`src/rtl/sva_pkg.sv`:
```
package sva_pkg;

    localparam int MODE_W    = 2;
    localparam int SAMPLE_W  = 10;
    localparam int REF_W     = 21;
    localparam int SUM_W     = 21;
    localparam int VOLT_W    = 16;
    localparam int CODE_W    = 8;

    localparam int SAMPLES_DEF = 4;

    localparam logic [REF_W-1:0]  REF_RESET = 21'd1100000;
    localparam logic [VOLT_W-1:0] VOLT_MAX  = 16'hFFFF;
    localparam logic [CODE_W-1:0] CODE_MAX  = 8'hFF;

    localparam logic [MODE_W-1:0] MODE_REQ   = 2'd0;
    localparam logic [MODE_W-1:0] MODE_CONV  = 2'd1;
    localparam logic [MODE_W-1:0] MODE_ABORT = 2'd2;

    localparam logic KIND_START   = 1'b0;
    localparam logic KIND_READING = 1'b1;

    typedef struct packed {
        logic load_div;
        logic div_sel_sum;
        logic div_step;
        logic acc;
        logic acc_final;
        logic clear_sum;
        logic emit;
        logic emit_kind;
        logic emit_last;
    } t_cmd;

    typedef struct packed {
        logic div_last;
        logic out_free;
    } t_sts;

endpackage

```
`src/rtl/sva_dp.sv`:
```
module sva_dp
    import sva_pkg::*;
#(
    parameter int SAMPLES = SAMPLES_DEF
) (
    input  logic                i_clk,
    input  logic                i_rst_n,
    input  logic                i_cfg_valid,
    input  logic [REF_W-1:0]    i_cfg_data,
    input  logic [SAMPLE_W-1:0] i_adc_sample,
    input  t_cmd                i_cmd,
    output t_sts                o_sts,
    input  logic                i_out_stall,
    output logic                o_out_valid,
    output logic                o_kind,
    output logic [CODE_W-1:0]   o_voltage_code,
    output logic                o_last
);

    localparam int     AVG_DIV   = SAMPLES * 100;
    localparam int     AVG_SH    = SUM_W + $clog2(AVG_DIV);
    localparam longint AVG_RCP_L = ((longint'(1) << AVG_SH) + longint'(AVG_DIV) - 1)
                                   / longint'(AVG_DIV);
    localparam int     RCP_W     = $clog2(AVG_RCP_L + 1);
    localparam int     PROD_W    = SUM_W + RCP_W;
    localparam logic [RCP_W-1:0] AVG_RCP = RCP_W'(AVG_RCP_L);
    localparam int     DIVR_W    = SAMPLE_W;
    localparam int     STEP_W    = $clog2(REF_W);

    logic [REF_W-1:0]  r_ref;
    logic [SUM_W-1:0]  r_sum;
    logic [REF_W-1:0]  r_quo;
    logic [DIVR_W-1:0] r_rem;
    logic [DIVR_W-1:0] r_divisor;
    logic [STEP_W-1:0] r_step;

    logic              r_out_valid;
    logic              r_kind;
    logic [CODE_W-1:0] r_code;
    logic              r_last;

    logic [DIVR_W:0]   w_shift;
    logic [DIVR_W:0]   w_diff;
    logic              w_qbit;
    logic [VOLT_W-1:0] w_volt;
    logic [SUM_W-1:0]  w_sum_next;
    logic [PROD_W-1:0] w_prod;
    logic [CODE_W-1:0] w_avg;
    logic              w_out_free;

    // restoring division, one quotient bit a cycle; a zero divisor yields all ones
    assign w_shift = {r_rem, r_quo[REF_W-1]};
    assign w_diff  = w_shift - {1'b0, r_divisor};
    assign w_qbit  = (w_shift >= {1'b0, r_divisor});

    assign w_volt     = (|r_quo[REF_W-1:VOLT_W]) ? VOLT_MAX : r_quo[VOLT_W-1:0];
    assign w_sum_next = r_sum + SUM_W'(w_volt);

    // multiply the held sum by the rounded-up reciprocal; exact for any sum of this width
    assign w_prod = PROD_W'(r_quo) * PROD_W'(AVG_RCP);
    assign w_avg  = (|w_prod[PROD_W-1:AVG_SH+CODE_W]) ? CODE_MAX
                                                      : w_prod[AVG_SH+CODE_W-1:AVG_SH];

    assign w_out_free = !r_out_valid || !i_out_stall;

    assign o_sts.div_last = (r_step == STEP_W'(REF_W - 1));
    assign o_sts.out_free = w_out_free;

    always_ff @(posedge i_clk) begin
        if (!i_rst_n) begin
            r_ref <= REF_RESET;
        end else if (i_cfg_valid) begin
            r_ref <= i_cfg_data;
        end
    end

    always_ff @(posedge i_clk) begin
        if (!i_rst_n) begin
            r_sum <= '0;
        end else if (i_cmd.clear_sum) begin
            r_sum <= '0;
        end else if (i_cmd.acc) begin
            // the finished sum moves to the quotient register, so drop it here
            r_sum <= i_cmd.acc_final ? '0 : w_sum_next;
        end
    end

    always_ff @(posedge i_clk) begin
        if (i_cmd.load_div) begin
            r_quo     <= i_cmd.div_sel_sum ? REF_W'(w_sum_next) : r_ref;
            r_divisor <= i_adc_sample;
            r_rem     <= '0;
            r_step    <= '0;
        end else if (i_cmd.div_step) begin
            r_quo  <= {r_quo[REF_W-2:0], w_qbit};
            r_rem  <= w_qbit ? w_diff[DIVR_W-1:0] : w_shift[DIVR_W-1:0];
            r_step <= r_step + 1'b1;
        end
    end

    always_ff @(posedge i_clk) begin
        if (!i_rst_n) begin
            r_out_valid <= 1'b0;
        end else if (i_cmd.emit) begin
            r_out_valid <= 1'b1;
        end else if (!i_out_stall) begin
            r_out_valid <= 1'b0;
        end
    end

    always_ff @(posedge i_clk) begin
        if (i_cmd.emit) begin
            r_kind <= i_cmd.emit_kind;
            r_code <= (i_cmd.emit_kind == KIND_READING) ? w_avg : '0;
            r_last <= i_cmd.emit_last;
        end
    end

    assign o_out_valid    = r_out_valid;
    assign o_kind         = r_kind;
    assign o_voltage_code = r_code;
    assign o_last         = r_last;

endmodule

```
`src/rtl/sva_ctrl.sv`:
```
module sva_ctrl
    import sva_pkg::*;
#(
    parameter int SAMPLES = SAMPLES_DEF
) (
    input  logic              i_clk,
    input  logic              i_rst_n,
    input  logic              i_in_valid,
    input  logic [MODE_W-1:0] i_mode,
    output logic              o_in_stall,
    input  t_sts              i_sts,
    output t_cmd              o_cmd
);

    localparam int CNT_W = $clog2(SAMPLES + 1);

    typedef enum logic [4:0] {
        S_IDLE       = 5'b00001,
        S_DIV        = 5'b00010,
        S_ACC        = 5'b00100,
        S_EMIT_AVG   = 5'b01000,
        S_EMIT_START = 5'b10000
    } t_state;

    t_state           r_state, n_state;
    logic             r_measuring, n_measuring;
    logic             r_pending, n_pending;
    logic [CNT_W-1:0] r_count, n_count;

    logic             w_accept;
    logic [CNT_W-1:0] w_count_inc;

    assign o_in_stall  = (r_state != S_IDLE);
    assign w_accept    = i_in_valid && (r_state == S_IDLE);
    assign w_count_inc = r_count + CNT_W'(1);

    always_comb begin
        n_state     = r_state;
        n_measuring = r_measuring;
        n_pending   = r_pending;
        n_count     = r_count;
        o_cmd       = '0;

        unique case (r_state)
            S_IDLE: begin
                if (w_accept) begin
                    unique case (i_mode)
                        MODE_REQ: begin
                            if (!r_measuring) begin
                                n_measuring     = 1'b1;
                                n_pending       = 1'b0;
                                n_count         = '0;
                                o_cmd.clear_sum = 1'b1;
                                n_state         = S_EMIT_START;
                            end else begin
                                n_pending = 1'b1;
                            end
                        end
                        MODE_CONV: begin
                            if (r_measuring) begin
                                o_cmd.load_div = 1'b1;
                                n_state        = S_DIV;
                            end
                        end
                        MODE_ABORT: begin
                            n_measuring     = 1'b0;
                            n_pending       = 1'b0;
                            n_count         = '0;
                            o_cmd.clear_sum = 1'b1;
                        end
                        default: begin
                        end
                    endcase
                end
            end
            S_DIV: begin
                o_cmd.div_step = 1'b1;
                if (i_sts.div_last) begin
                    n_state = S_ACC;
                end
            end
            S_ACC: begin
                o_cmd.acc = 1'b1;
                if (w_count_inc == CNT_W'(SAMPLES)) begin
                    // hold the completed sum for the average
                    o_cmd.acc_final   = 1'b1;
                    o_cmd.load_div    = 1'b1;
                    o_cmd.div_sel_sum = 1'b1;
                    n_count           = '0;
                    n_state           = S_EMIT_AVG;
                end else begin
                    n_count = w_count_inc;
                    n_state = S_EMIT_START;
                end
            end
            S_EMIT_AVG: begin
                if (i_sts.out_free) begin
                    o_cmd.emit      = 1'b1;
                    o_cmd.emit_kind = KIND_READING;
                    o_cmd.emit_last = !r_pending;
                    if (r_pending) begin
                        // start the remembered run straight away
                        n_measuring     = 1'b1;
                        n_pending       = 1'b0;
                        n_count         = '0;
                        o_cmd.clear_sum = 1'b1;
                        n_state         = S_EMIT_START;
                    end else begin
                        n_measuring = 1'b0;
                        n_state     = S_IDLE;
                    end
                end
            end
            S_EMIT_START: begin
                if (i_sts.out_free) begin
                    o_cmd.emit      = 1'b1;
                    o_cmd.emit_kind = KIND_START;
                    o_cmd.emit_last = 1'b1;
                    n_state         = S_IDLE;
                end
            end
            default: begin
                n_state = S_IDLE;
            end
        endcase
    end

    always_ff @(posedge i_clk) begin
        if (!i_rst_n) begin
            r_state     <= S_IDLE;
            r_measuring <= 1'b0;
            r_pending   <= 1'b0;
            r_count     <= '0;
        end else begin
            r_state     <= n_state;
            r_measuring <= n_measuring;
            r_pending   <= n_pending;
            r_count     <= n_count;
        end
    end

    a_pending_needs_run: assert property (@(posedge i_clk) disable iff (!i_rst_n)
        r_pending |-> r_measuring)
        else $error("request held pending while no run is active");

    a_count_in_range: assert property (@(posedge i_clk) disable iff (!i_rst_n)
        r_count < CNT_W'(SAMPLES))
        else $error("sample count reached the run length");

    a_acc_after_div: assert property (@(posedge i_clk) disable iff (!i_rst_n)
        (r_state == S_ACC) |-> $past(r_state == S_DIV))
        else $error("accumulate without a finished division");

    a_start_returns_idle: assert property (@(posedge i_clk) disable iff (!i_rst_n)
        (r_state == S_EMIT_START && i_sts.out_free) |=> (r_state == S_IDLE))
        else $error("start command did not return the controller to idle");

endmodule

```
`src/rtl/supply_voltage_averager.sv`:
```
// Supply voltage averager. Each conversion word (mode 1) is turned into a
// voltage by dividing the reference register by the ADC sample in a bit-serial
// divider, one quotient bit a cycle. Each item passes through accept, the divide
// steps, accumulate, and the placing of a start-kind word in the output
// register. The word that completes a run of SAMPLES conversions places the
// reading instead; its average (sum / (SAMPLES * 100)) comes from a reciprocal
// multiply in the cycle that places it, and a pending request then adds a
// second result. Requests, aborts and ignored words are handled at accept,
// plus the placing of any result. A stalled output register holds the block
// in the placing state until it frees. One word is processed at a time; a new
// word is taken while a finished result still waits in the output register.
// The reference register is always ready and may be written whenever no word
// is in progress.
module supply_voltage_averager
    import sva_pkg::*;
#(
    parameter int SAMPLES = SAMPLES_DEF
) (
    input  logic                i_clk,
    input  logic                i_rst_n,
    input  logic                i_cfg_valid,
    output logic                o_cfg_ready,
    input  logic [REF_W-1:0]    i_cfg_data,
    input  logic                i_in_valid,
    output logic                o_in_stall,
    input  logic [MODE_W-1:0]   i_mode,
    input  logic [SAMPLE_W-1:0] i_adc_sample,
    output logic                o_out_valid,
    input  logic                i_out_stall,
    output logic                o_kind,
    output logic [CODE_W-1:0]   o_voltage_code,
    output logic                o_last
);

    t_cmd w_cmd;
    t_sts w_sts;

    assign o_cfg_ready = 1'b1;

    sva_ctrl #(
        .SAMPLES(SAMPLES)
    ) u_ctrl (
        .i_clk     (i_clk),
        .i_rst_n   (i_rst_n),
        .i_in_valid(i_in_valid),
        .i_mode    (i_mode),
        .o_in_stall(o_in_stall),
        .i_sts     (w_sts),
        .o_cmd     (w_cmd)
    );

    sva_dp #(
        .SAMPLES(SAMPLES)
    ) u_dp (
        .i_clk         (i_clk),
        .i_rst_n       (i_rst_n),
        .i_cfg_valid   (i_cfg_valid),
        .i_cfg_data    (i_cfg_data),
        .i_adc_sample  (i_adc_sample),
        .i_cmd         (w_cmd),
        .o_sts         (w_sts),
        .i_out_stall   (i_out_stall),
        .o_out_valid   (o_out_valid),
        .o_kind        (o_kind),
        .o_voltage_code(o_voltage_code),
        .o_last        (o_last)
    );

endmodule
```
`config.mk`:
```
export PLATFORM = sky130hd
export DESIGN_NAME = supply_voltage_averager
export DESIGN_NICKNAME = d
export VERILOG_FILES = /design/src/rtl/sva_pkg.sv /design/src/rtl/sva_dp.sv /design/src/rtl/sva_ctrl.sv /design/src/rtl/supply_voltage_averager.sv
export SDC_FILE = /design/constraint.sdc
export NUM_CORES = 1
export LEC_CHECK = 0
export ABC_AREA = 1
export ABC_CLOCK_PERIOD_IN_PS = 5850
export BUFFER_PORTS_ARGS = -buffer_cell sky130_fd_sc_hd__buf_2
export CAP_MARGIN = 10
export CELL_PAD_IN_SITES_DETAIL_PLACEMENT = 1
export CELL_PAD_IN_SITES_GLOBAL_PLACEMENT = 1
export CORE_ASPECT_RATIO = 1.5
export CORE_UTILIZATION = 44
export DETAILED_ROUTE_END_ITERATION = 16
export PLACE_DENSITY_LB_ADDON = 0.1
export SLEW_MARGIN = 20
export SYNTH_ARGS = -nofsm -noshare
export SYNTH_HDL_FRONTEND = slang
export SYNTH_SLANG_ARGS = --single-unit
export TNS_END_PERCENT = 100
```
`constraint.sdc`:
```
create_clock -name i_clk -period 5.85 [get_ports i_clk]
set_clock_uncertainty 0.05 [all_clocks]
set_input_delay 1.755 -clock i_clk [delete_from_list [all_inputs] [get_ports i_clk]]
set_output_delay 1.755 -clock i_clk [all_outputs]
set_load 0.1 [all_outputs]
```
; After elaboration in Yosys (flattened, before gate mapping)
; Cells that the tools add are included.
[totals]
regBits = 109
input_bits = 38
elab_cells = 107
out_inout_bits = 13
[op_classes]
add_sub_neg = 4
n_mul = 1
n_mux = 51
n_reduce_logical = 15
n_eq_ne = 20
bitwise_logic = 1
order_cmp = 1
[ops]
columns = cell, count
row1 = 2-to-1 mux 21 bit, 4
row2 = multiplier 21 x 22 -> 43 bit (second input constant), 1
row3 = 2-to-1 mux 5 bit, 8
row4 = one-hot mux 5 bit (5 select lines), 1
row5 = adder 21 x 16 -> 21 bit, 1
row6 = 2-to-1 mux 3 bit, 6
row7 = 2-to-1 mux 16 bit, 1
row8 = 2-to-1 mux 1 bit, 15
row9 = one-hot mux 1 bit (2 select lines), 7
row10 = != test 2 x 1 -> 1 bit (second input constant), 6
row11 = one-hot mux 3 bit (2 select lines), 2
row12 = greater-or-equal comparator 11 x 10 -> 1 bit, 1
row13 = == test 5 bit (second input constant), 2
row14 = 2-to-1 mux 10 bit, 1
row15 = one-hot mux 5 bit (2 select lines), 1
row16 = OR reduction 5 bit, 2
row17 = subtractor 10 bit, 1
row18 = != test 3 bit (second input constant), 3
row19 = one-hot mux 3 bit (3 select lines), 1
row20 = 2-to-1 mux 8 bit, 1
row21 = AND reduction 7 bit, 1
row22 = AND reduction 6 bit, 1
row23 = adder 5 x 1 -> 5 bit (second input constant), 1
row24 = == test 5 x 1 -> 1 bit (second input constant), 1
row25 = 20 further kinds, 24

; Depth between registers and ports, before layout
; Gate-level depths: netlist of the first run.
[depth]
depth_word = 6
depth_mapped = 32
mapped_depth_nobuf = 32

; Modules after synthesis
; From an unflattened synthesis of the first run, not the netlist that was laid out.
[hier_totals]
hier_cells = 1907
hier_area_um2 = 14876.8
[modules_own_cells]
columns = module, instances, seq_area_each_um2, area_each_um2, cells_each
row1 = sva_dp, 1, 2392.3, 14077.3, 1781
row2 = sva_ctrl, 1, 200.2, 788.3, 124
row3 = supply_voltage_averager, 1, 0.0, 11.3, 2

; Least setup slack after synthesis of the first run
; Ideal clock, no wire load.
[synth_timing]
path_type = reg-to-reg
start = register u_dp.r_quo[4]
end = register u_dp.r_code[0] (netlist: u_dp.o_voltage_code[0]) (data pin)
period_less_slack_ps = 6015
path_buffers = 0
setup_slack_ps = -165
t_required_ps = 5551
arrival_time_ps = 5716
setup_time_ps = 249
stages_incl_launch_ff = 24
cell_sequence = edfxtp_1 inv_1 fa_1 fa_1 fa_1 inv_1 fa_1 fa_1 fa_1 inv_1 fa_1 inv_1 ha_1 nand2_1 nor2_1 nand2_1 nand3b_1 o21bai_4 nand4_2 nand2_2 nor2_4 nand3_1 nand2_1 inv_1
[synth_between]
elab_chain_len = 3
[synth_lines]
columns = element, line
row1 = from (decl), sva_dp.sv:32  ; logic [REF_W-1:0] r_quo;
row2 = from (signal assigned), sva_dp.sv:90  ; r_quo <= i_cmd.div_sel_sum ? REF_W'(w_sum_next) : r_ref;
row3 = from (signal assigned), sva_dp.sv:95  ; r_quo <= {r_quo[REF_W-2:0], w_qbit};
row4 = multiplier 21 x 22 -> 43 bit *, sva_dp.sv:60  ; assign w_prod = PROD_W'(r_quo) * PROD_W'(AVG_RCP);
row5 = OR reduction 5 bit, sva_dp.sv:61  ; assign w_avg = (|w_prod[PROD_W-1:AVG_SH+CODE_W]) ? CODE_MAX
row6 = 2-to-1 mux 8 bit *, sva_dp.sv:61
row7 = to (signal assigned), sva_dp.sv:114  ; r_code <= (i_cmd.emit_kind == KIND_READING) ? w_avg : '0;
row8 = to (decl), sva_dp.sv:39  ; logic [CODE_W-1:0] r_code;
; Every way passes the cells marked *; elsewhere a longest branch is shown, timed or not.
; A chain may end at the register's enable or synchronous reset.

; Worst setup path after layout of the first run
[layout_timing]
start = register u_dp.r_quo[3]
end = register u_dp.r_code[6] (netlist: u_dp.o_voltage_code[6]) (data pin)
; The elaborated chain is that of the path after synthesis.

==> results of run 1 <==
[cell families after synthesis]
kind of cell / after synthesis
AO/OA/AOI/OAI: 223
XOR/XNOR: 26
adder cells (fa/ha/maj): 395
buffers and inverters: 462
flip-flops: 109
other: 1
AND/OR/NAND/NOR: 675
[layout make-up]
| class | count | share of cell area |
|---|---|---|
| clock buffers | 9 | 0.0127 |
| inverters | 436 | 0.0927 |
| flip-flops and latches | 109 | 0.147 |
| repair buffers | 227 | 0.0899 |
| multi-input cells | 1320 | 0.625 |
| well taps | 420 | 0.0297 |
| clock inverters | 7 | 0.00326 |
[layer usage]
metal | GRT usage | vias to the layer above | routed length, um
met5 | 0 | - | 0
li1 | - | 6335 | -
met4 | 0.185 | 0 | 3210
met3 | 0.0282 | 135 | 995
met1 | 0.279 | 6498 | 17300
met2 | 0.602 | 236 | 28100
[worst max-delay path by stage]
stage	start	end	slack (ps)
global route	u_dp.r_quo[10]	u_dp.o_voltage_code[1]	-530
floorplan	u_dp.r_quo[13]	u_dp.o_voltage_code[0]	1
CTS	u_dp.r_quo[4]	u_dp.o_voltage_code[6]	-220
global placement	u_dp.r_quo[3]	u_dp.o_voltage_code[5]	-280
detailed placement	u_dp.r_quo[3]	u_dp.o_voltage_code[7]	-480
finish	u_dp.r_quo[3]	u_dp.o_voltage_code[6]	-380
[worst register-to-register path: stages (launching register included)]
cell and delay [ps]:
edfxtp_1 450, buf_6 150, fa_2 590, fa_1 440, fa_1 520, inv_2 50
fa_1 500, fa_1 440, fa_1 520, inv_2 40, fa_1 550, inv_2 50
ha_4 300, nand2_4 80, inv_4 80, nand2_4 50, nor3_2 110, buf_4 160
nand4_1 200, nand3_2 120, nand3_2 100, nor2_4 220, nand3_1 110, nand2_1 80
inv_1 50
[timing repair]
item | in CTS | in global routing
buffers inserted | 17 | 5
pin swaps | 44 | 13
cloned | 0 | 0
resized for setup | 82 | 32
endpoints found under the setup margin | 8 | 8
[registers in the layout, summed over array words and instances, names as in the netlist]
| signal | count |
|---|---|
| u_dp.r_quo | 21 |
| u_dp.r_ref | 21 |
| u_dp.r_sum | 21 |
| u_dp.r_divisor | 10 |
| u_dp.r_rem | 10 |
| u_dp.o_voltage_code | 8 |
| u_ctrl.r_state | 5 |
| u_dp.r_step | 5 |
| u_ctrl.r_count | 3 |
| u_ctrl.r_measuring | 1 |
| u_ctrl.r_pending | 1 |
| u_dp.o_kind | 1 |
| u_dp.o_last | 1 |
| u_dp.o_out_valid | 1 |
[Yosys cell counts, drive strengths merged (10+ instances only)]
cell type | number | area share
buf | 10 | 0.0040
a21oi | 102 | 0.035
xor2 | 17 | 0.010
nor3 | 16 | 0.0057
fa | 158 | 0.21
or2 | 16 | 0.0067
nand4 | 20 | 0.0097
ha | 237 | 0.20
o21ai | 71 | 0.024
dfxtp | 68 | 0.091
nand3 | 69 | 0.025
o21bai | 15 | 0.0086
clkbuf | 16 | 0.0040
edfxtp | 41 | 0.083
inv | 435 | 0.11
nand2 | 389 | 0.099
nor2 | 155 | 0.045
[metrics by stage]
step,hold WS (ps),utilization
6_report,411,0.530
5_1_grt,445,0.530
4_1_cts,417,0.525
3_5_place_dp,397,0.502
3_3_place_gp,386,0.502
2_1_floorplan,374,-
==> out/metrics.sh, run 1 <==
RUN_STATUS='finished, violations left'
VIOLATIONS='design-rule violations, negative setup slack'
GRT_FIRST_PASS_WIRELENGTH_MM=76.9
DP.FINAL_HPWL_MM=42.3
DIE_H_UM=227
POSTSYNTHREGISTERBITS=109
CRIT_PATH_TOP_DELAY_CELL='fa_2'
PLACE_WS_PS=-480
CTS.REPORTEDPATHS.CLKPINSLEW_PS=80
CRITICAL_PATH.MAX_FANOUT=8
LAYOUT.CELL_AREA.NON_FILLER_UM2=17700
TIMING.RR.START='u_dp.r_quo[3]'
DOMINANT_COMBINATIONAL_CELL_FAMILY_BY_AREA_AFTER_SYNTHESIS='adder cells'
TIMING.SETUP.TNS_PS=-2750
ANTENNA_VIOLATING_NETS_POST_ROUTE=0
RSZ0062_AT_GRT='true'
HOLD_START='u_dp.r_ref[14]'
DRTPASS1ITERATIONS=10
MIN_TO='u_dp.r_ref[14]'
SYNTH_FA_HA_AREA_FRAC=0.412
WORST-R2R-CELL-COUNT=24
DESIGN.CORE.AREA_UM2=33300
VIAS=13200
CTS-HOLD-FIX-BUFFERS=0
SYNTH_SEQ_AREA_SHARE=0.174
POST_SYNTH_XOR_AREA_FRACTION=0.0153
TIMING.SETUP.CRITICAL_PATH_CLASS='flip-flop to flip-flop'
GLOBALPLACE.CONGESTION=0.954
GLOBALROUTETOTALUTIL=0.295
PIN_COUNT_OF_THE_BIGGEST_NET_ENTERING_GLOBAL_ROUTING=39
NUMBER_OF_ANTENNA_VIOLATIONS_AT_THE_FIRST_CHECK_IN_GLOBAL_ROUTING=0
WORSTPATHARRIVAL_PS=6330
SYN_AREA_UM2=14900
MOST-COMMON-LAYOUT-CELLS='inv_1, nand2_1, ha_1, buf_4, fa_1'
TRITONCTS.NUM_BUFFERS=9
MAXSLEWVIOLCOUNT=0
HTREE_LEVELS=3
SYNTHMUXAREASHARE=0
WORSTMARGINPINSLEW_PS=943
CELL_BREAKDOWN_OF_THE_CRITICAL_PATH='buf_6 -> fa_2 -> fa_1 -> fa_1 -> inv_2 -> fa_1 -> fa_1 -> fa_1 -> inv_2 -> fa_1 -> inv_2 -> ha_4 -> nand2_4 -> inv_4 -> nand2_4 -> nor3_2 -> buf_4 -> nand4_1 -> nand3_2 -> nand3_2 -> nor2_4 -> nand3_1 -> nand2_1 -> inv_1'
GRT_PASS1_VIAS=14800
DIE_W_UM=152
COMPOUND_GATE_PORTION_OF_THE_SYNTHESIZED_AREA=0.0849
HOLD_VIOLATIONS=0
CRITPATHLAUNCHTYPE='flip-flop'
CRIT_FAMILY='adder cells'
DRT_FIRST_ITER_VIOLATIONS=415
CTSLONGESTPATHBUFFERS=2
PLACE_INST=2490
FLOORPLAN.INITIALDENSITY=0.446
CORE.ROWCOUNT=82
PLACED_AREA_UM2=16700
MAX-SLEW-MARGIN-REL=0.371
YOSYSWARNINGCOUNT=0
MAX_STAGE_DELAY_PS=590
TIMING.RR.END='u_dp.o_voltage_code[6]'
SYNTHESIS.NETS=2324
FLOORPLAN.DIE_AREA_UM2=34600
REMAINING_DRC_ERRORS=1
CLOCK-SINKS=109
CP_NUM_BUF_INV=7
DRIVE_ABOVE_1_SHARE=0.193
SETUP.WORST_PATH.END_CLASS='flip-flop'
NFILLCELLS=4153
WORST_EP_REQUIRED_TIME_PS=5950
IO_PINS=51
LAYOUT.AREA.SEQ_UM2=2590
SYN2LAYOUT_AREA_GROWTH_PCT=18.8
ROUTED_VIA_DENSITY=5.22
NUM_ANTENNA_CELLS=0
SYNTH_FF_TYPE='dfxtp_1'
LAYOUT.NETS=2536
CRITICAL_PATH_CELL_COUNT=24
MEAN_POST_SYNTH_CELL_AREA_UM2=7.87
MOSTFREQUENTLAYOUTCELL='inv_1'
COUNT_OF_FLIP_FLOPS_WITH_A_BUILT_IN_ENABLE_AFTER_SYNTHESIS=41
HOLDPATHSTAGES=2
CRITICAL_PATH.MOST_COMMON_CELL='fa_1'
CLOCK_LATENCY_PS=380
NETLIST-CELL-TYPE-COUNT=58
FMAX_MHz=161
CTS_TREE='built'
MIN_PATH_TYPE='flip-flop to flip-flop'
CAP_VIOLATIONS=0
ROUTED_WL_MM=49.7
REG2REG_SLACK_PS=-380
SYNTH-SIMPLE-AREA-SHARE=0.195
SYNTHESIS.INSTANCES=1891
ROOT_BUFFER_CELL='clkbuf_16'
FINAL-SETUP-VIOL-COUNT=8
OVERFLOW=0
AREA_USED_BY_MULTI_INPUT_COMBINATIONAL_LOGIC_UM2=11000
PORT-BUFFER-COUNT=49
FINALCRITICALPERIOD_PS=6230
SHARE_OF_FLIP_FLOPS_WITH_AN_ASYNCHRONOUS_SET_OR_RESET=0
LAYOUT_SETUP_WS_PS=-380
DETAIL_ROUTE.WL_PER_CELL_UM=19.6
FINAL_CELL_COUNT_NO_FILL=2528
FIN_CRIT_SH=1.06
Power of run 1 is not shown: default switching activity piles up to over one toggle a cycle in this logic, so the estimate is an artifact.
==> run 2: changes to the inputs <==
--- a/config.mk
+++ b/config.mk
@@ -15,7 +15,7 @@
 export CORE_UTILIZATION = 44
 export DETAILED_ROUTE_END_ITERATION = 16
 export PLACE_DENSITY_LB_ADDON = 0.1
-export SLEW_MARGIN = 20
+export SKIP_CTS_REPAIR_TIMING = 1
 export SYNTH_ARGS = -nofsm -noshare
 export SYNTH_HDL_FRONTEND = slang
 export SYNTH_SLANG_ARGS = --single-unit
==> constraint.sdc (replaced) <==
create_clock -name i_clk -period 5.85 [get_ports i_clk]
set_clock_uncertainty 0.05 [all_clocks]
set_input_delay 0.8775 -clock i_clk [delete_from_list [all_inputs] [get_ports i_clk]]
set_output_delay 0.8775 -clock i_clk [all_outputs]
set_load 0.1 [all_outputs]
==> run 2 against run 1 <==
Utilization is 0.55 points lower. Sequential share of layout area is 0.15 points higher. Via count is 1.2% lower. Largest cell class unchanged. The run still ends with design-rule violations, negative setup slack left. Setup slack better by 25 ps. Global-route usage is 0.95 points lower.
==> out/metrics.sh, run 2 (same netlist as run 1, synthesis figures left out) <==
LAYOUT.AREA.SEQ_UM2=2590
WORSTPATHARRIVAL_PS=6310
GRT_PASS1_VIAS=14500
LAYOUT.NETS=2527
REG.LARGEST.LIST='u_dp.r_quo (21), u_dp.r_ref (21), u_dp.r_sum (21)'
FLOORPLAN.DIE_AREA_UM2=34600
WORSTMARGINPINSLEW_PS=940
CLOCK-SINKS=109
HTREE_LEVELS=3
GRT_FIRST_PASS_WIRELENGTH_MM=74.4
CORE.ROWCOUNT=82
CTSLONGESTPATHBUFFERS=2
REMAINING_DRC_ERRORS=1
MAX_STAGE_DELAY_PS=550
IO_PINS=51
CRIT_PATH_TOP_DELAY_CELL='fa_1'
FINALCRITICALPERIOD_PS=6200
HOLD_VIOLATIONS=0
CRIT_FAMILY='adder cells'
NUMBER_OF_ANTENNA_VIOLATIONS_AT_THE_FIRST_CHECK_IN_GLOBAL_ROUTING=0
DIE_W_UM=152
PLACED_AREA_UM2=16700
PIN_COUNT_OF_THE_BIGGEST_NET_ENTERING_GLOBAL_ROUTING=39
VIOLATIONS='design-rule violations, negative setup slack'
RSZ0062_AT_GRT='true'
DIE_H_UM=227
AREA_USED_BY_MULTI_INPUT_COMBINATIONAL_LOGIC_UM2=10900
HOLD_START='u_dp.r_ref[14]'
DETAIL_ROUTE.WL_PER_CELL_UM=19.3
ROOT_BUFFER_CELL='clkbuf_16'
MIN_PATH_TYPE='flip-flop to flip-flop'
ANTENNA_VIOLATING_NETS_POST_ROUTE=0
RUN_STATUS='finished, violations left'
FMAX_MHz=161
ROUTED_VIA_DENSITY=5.18
TIMING.SETUP.CRITICAL_PATH_CLASS='flip-flop to flip-flop'
CAP_VIOLATIONS=0
FINAL-SETUP-VIOL-COUNT=8
ROUTED_WL_MM=48.6
CTS_TREE='built'
MAXSLEWVIOLCOUNT=0
DRT_FIRST_ITER_VIOLATIONS=353
MOST-COMMON-LAYOUT-CELLS='inv_1, nand2_1, ha_1, buf_4, fa_1'
DP.FINAL_HPWL_MM=42.3
SYN2LAYOUT_AREA_GROWTH_PCT=17.6
CRITICAL_PATH.MOST_COMMON_CELL='fa_1'
TIMING.SETUP.TNS_PS=-2550
GLOBALROUTETOTALUTIL=0.285
TRITONCTS.NUM_BUFFERS=9
MOSTFREQUENTLAYOUTCELL='inv_1'
CRITPATHLAUNCHTYPE='flip-flop'
CRITICAL_PATH.MAX_FANOUT=8
CLOCK_LATENCY_PS=380
LAYOUT.CELL_AREA.NON_FILLER_UM2=17500
CP_NUM_BUF_INV=5
NUM_ANTENNA_CELLS=0
GLOBALPLACE.CONGESTION=0.954
PORT-BUFFER-COUNT=49
CTS.REPORTEDPATHS.CLKPINSLEW_PS=80
DESIGN.CORE.AREA_UM2=33300
SETUP.WORST_PATH.END_CLASS='flip-flop'
DRIVE_ABOVE_1_SHARE=0.183
CRIT_PATH_START='u_dp.r_quo[3]'
DRTPASS1ITERATIONS=11
MAX-SLEW-MARGIN-REL=0.373
LAYOUT_SETUP_WS_PS=-355
VIAS=13100
PLACE_WS_PS=-480
HOLD-WORST-SLACK_PS=410
FLOORPLAN.INITIALDENSITY=0.446
FIN_CRIT_SH=1.06
WORST_EP_REQUIRED_TIME_PS=5950
TIMING.RR.START='u_dp.r_quo[3]'
OVERFLOW=0
CELL_BREAKDOWN_OF_THE_CRITICAL_PATH='buf_6 -> fa_1 -> fa_1 -> fa_1 -> inv_1 -> fa_1 -> fa_1 -> fa_1 -> inv_2 -> fa_1 -> inv_2 -> ha_4 -> nand2_4 -> nor2_2 -> nand2_1 -> nand3b_1 -> o21bai_4 -> nand4_2 -> nand2_2 -> nor2_4 -> nand3_1 -> nand2_1 -> inv_1'
NFILLCELLS=4155
## run 2: per-stage QoR
step                 util  cells
finish              0.525   2519
global placement    0.502   2490
global route        0.525   2519
floorplan               -   1891
detailed placement  0.502   2490
CTS                 0.510   2506
## run 2: area by class of cell
class | count | area share
multi-input combinational | 1320 | 0.625
sequential | 109 | 0.148
inverter | 436 | 0.0935
timing repair buffer | 218 | 0.0868
tap | 420 | 0.0300
clock buffer | 9 | 0.0129
clock inverter | 7 | 0.00329
## run 2: path summary, 6_finish.rpt
path | endpoint | slack, ps | cells after the start
setup / recovery | u_dp.o_voltage_code[6] | -350 | 23
hold / removal | u_dp.r_ref[14] | 410 | 2
setup reg to reg | u_dp.o_voltage_code[6] | -350 | 23
hold reg to reg | u_dp.r_ref[14] | 410 | 2
## run 2: tightest hold or removal path, delay by kind of cell, from the launching register on
kind	cells	cell delay [ps]
simple gates	2	100
flops	1	330
## run 2: routing by layer
layer  vias to the layer above  track usage  wire length [um]
li1                       6311            -                 -
met1                      6383        0.269             17100
met2                       218        0.577             27100
met3                       140       0.0291               976
met4                         0        0.193              3340
met5                         -            0                 0
Power of run 2 is left out for the same reason.
==> run 3: changes to the inputs <==
--- a/config.mk
+++ b/config.mk
@@ -11,7 +11,6 @@
 export CAP_MARGIN = 10
 export CELL_PAD_IN_SITES_DETAIL_PLACEMENT = 1
 export CELL_PAD_IN_SITES_GLOBAL_PLACEMENT = 1
-export CORE_ASPECT_RATIO = 1.5
 export CORE_UTILIZATION = 44
 export DETAILED_ROUTE_END_ITERATION = 16
 export PLACE_DENSITY_LB_ADDON = 0.1
==> run 3 against run 2 <==
The run ends with negative setup slack left. Register-to-register slack got worse by 40 ps. Count of clock-buffer cells in the layout unchanged. Final cell count about the same. Die area is essentially flat. Fmax shrank 0.71%. Hold slack gained 13 ps. Flip-flop and latch count unchanged.
==> out/metrics.sh, run 3 (same netlist as run 1, synthesis figures left out) <==
RUN_STATUS='finished, violations left'
VIOLATIONS='negative setup slack'
NUMBER_OF_ANTENNA_VIOLATIONS_AT_THE_FIRST_CHECK_IN_GLOBAL_ROUTING=0
FLOORPLAN.DIE_AREA_UM2=34600
TIMING.SETUP.CRITICAL_PATH_CLASS='flip-flop to flip-flop'
MOSTFREQUENTLAYOUTCELL='inv_1'
AREA_USED_BY_MULTI_INPUT_COMBINATIONAL_LOGIC_UM2=10800
CRIT_FAMILY='adder cells'
WORSTPATHARRIVAL_PS=6330
DESIGN.CORE.AREA_UM2=32900
DRT_FIRST_ITER_VIOLATIONS=619
WORST_EP_REQUIRED_TIME_PS=5930
GRT_FIRST_PASS_WIRELENGTH_MM=74.7
ANTENNA_VIOLATING_NETS_POST_ROUTE=0
DETAIL_ROUTE.WL_PER_CELL_UM=18.8
NUM_ANTENNA_CELLS=0
FIN_CRIT_SH=1.07
PLACED_AREA_UM2=16600
LAYOUT.CELL_AREA.NON_FILLER_UM2=17200
MAX-SLEW-MARGIN-REL=0.179
DIE_W_UM=186
ROUTED_VIA_DENSITY=5.12
CLOCK-SINKS=109
CTS_TREE='built'
OVERFLOW=0
CTS.REPORTEDPATHS.CLKPINSLEW_PS=90
MIN_PATH_TYPE='flip-flop to flip-flop'
SYN2LAYOUT_AREA_GROWTH_PCT=15.8
CRITICAL_PATH.MOST_COMMON_CELL='fa_1'
CLOCK_LATENCY_PS=380
FINALCRITICALPERIOD_PS=6250
FINAL_CORE_UTIL=0.524
REMAINING_DRC_ERRORS=0
GRT_PASS1_VIAS=14000
GLOBALROUTETOTALUTIL=0.285
TRITONCTS.NUM_BUFFERS=9
GLOBALPLACE.CONGESTION=0.942
WORSTMARGINPINSLEW_PS=1230
CP_NUM_BUF_INV=5
IO_PINS=51
DRIVE_ABOVE_1_SHARE=0.158
SETUP.WORST_PATH.END_CLASS='flip-flop'
TIMING.SETUP.TNS_PS=-3020
RSZ0062_AT_GRT='true'
CRIT_PATH_TOP_DELAY_CELL='fa_1'
FMAX_MHz=160
FLOORPLAN.INITIALDENSITY=0.453
DIE_H_UM=186
HOLD-WORST-SLACK_PS=423
LAYOUT.AREA.SEQ_UM2=2590
FINAL-SETUP-VIOL-COUNT=8
CTSLONGESTPATHBUFFERS=2
VIAS=12900
ROUTED_WL_MM=47.4
REG.LARGEST.LIST='u_dp.r_quo (21), u_dp.r_ref (21), u_dp.r_sum (21)'
CORE.ROWCOUNT=66
HOLD_VIOLATIONS=0
ROOT_BUFFER_CELL='clkbuf_16'
CRITPATHLAUNCHTYPE='flip-flop'
CRITICAL_PATH.MAX_FANOUT=8
HTREE_LEVELS=3
MOST-COMMON-LAYOUT-CELLS='inv_1, nand2_1, ha_1, fa_1, buf_4'
PIN_COUNT_OF_THE_BIGGEST_NET_ENTERING_GLOBAL_ROUTING=39
NFILLCELLS=4144
MAX_STAGE_DELAY_PS=650
MAXSLEWVIOLCOUNT=0
CAP_VIOLATIONS=0
LAYOUT_SETUP_WS_PS=-399
PORT-BUFFER-COUNT=49
LAYOUT.NETS=2506
DRTPASS1ITERATIONS=5
DP.FINAL_HPWL_MM=40.7
CELL_BREAKDOWN_OF_THE_CRITICAL_PATH='fa_1 -> fa_1 -> fa_1 -> inv_1 -> fa_1 -> fa_1 -> fa_1 -> inv_2 -> fa_1 -> inv_2 -> ha_4 -> nand2_4 -> nor2_4 -> inv_2 -> nor2_4 -> nand4_1 -> nor2_1 -> nor2_1 -> nand3_1 -> nand3_2 -> nor2_4 -> nand3_1 -> nand2_1 -> inv_1'
[run 3: metrics by stage]
stage,setup slack [ps],std cells
finish,-399,2520
global route,-676,2520
CTS,-504,2513
detailed placement,-482,2497
global placement,-318,2497
floorplan,1.14,1891
[run 3: layout make-up]
| cell class | instances | share of cell area |
|---|---|---|
| Clock buffer | 9 | 0.0131 |
| Clock inverter | 7 | 0.00545 |
| Inverter | 436 | 0.0950 |
| Multi-Input combinational cell | 1320 | 0.625 |
| Sequential cell | 109 | 0.151 |
| Tap cell | 442 | 0.0321 |
| Timing Repair Buffer | 197 | 0.0787 |
[run 3: metal layers]
layer / routed length, um / global-route usage / up-vias / part of all wire
met1: 21900 / 0.380 / 6353 / 0.46
li1: - / - / 6286 / -
met4: 1110 / 0.0695 / 0 / 0.023
met2: 22800 / 0.488 / 214 / 0.48
met5: 0 / 0 / - / 0
met3: 1680 / 0.0344 / 59 / 0.035
[run 3: worst reg2reg max path, stage by stage (launching register included)]
cell and delay, ps:
edfxtp_1 570, fa_1 650, fa_1 450, fa_1 500
inv_1 50, fa_1 480, fa_1 500, fa_1 510
inv_2 40, fa_1 540, inv_2 50, ha_4 300
nand2_4 70, nor2_4 140, inv_2 70, nor2_4 110
nand4_1 130, nor2_1 140, nor2_1 50, nand3_1 90
nand3_2 90, nor2_4 190, nand3_1 120, nand2_1 70
inv_1 40
[run 3: worst paths after layout]
kind / start / endpoint / slack, ps / cells past startpoint
worst max-delay path: u_dp.r_quo[3] / u_dp.o_voltage_code[5] / -400 / 24
worst min-delay path: u_dp.r_rem[2] / u_dp.r_rem[2] / 420 / 2
worst max register to register: u_dp.r_quo[3] / u_dp.o_voltage_code[5] / -400 / 24
worst min register to register: u_dp.r_rem[2] / u_dp.r_rem[2] / 420 / 2
Power of run 3 is left out for the same reason.
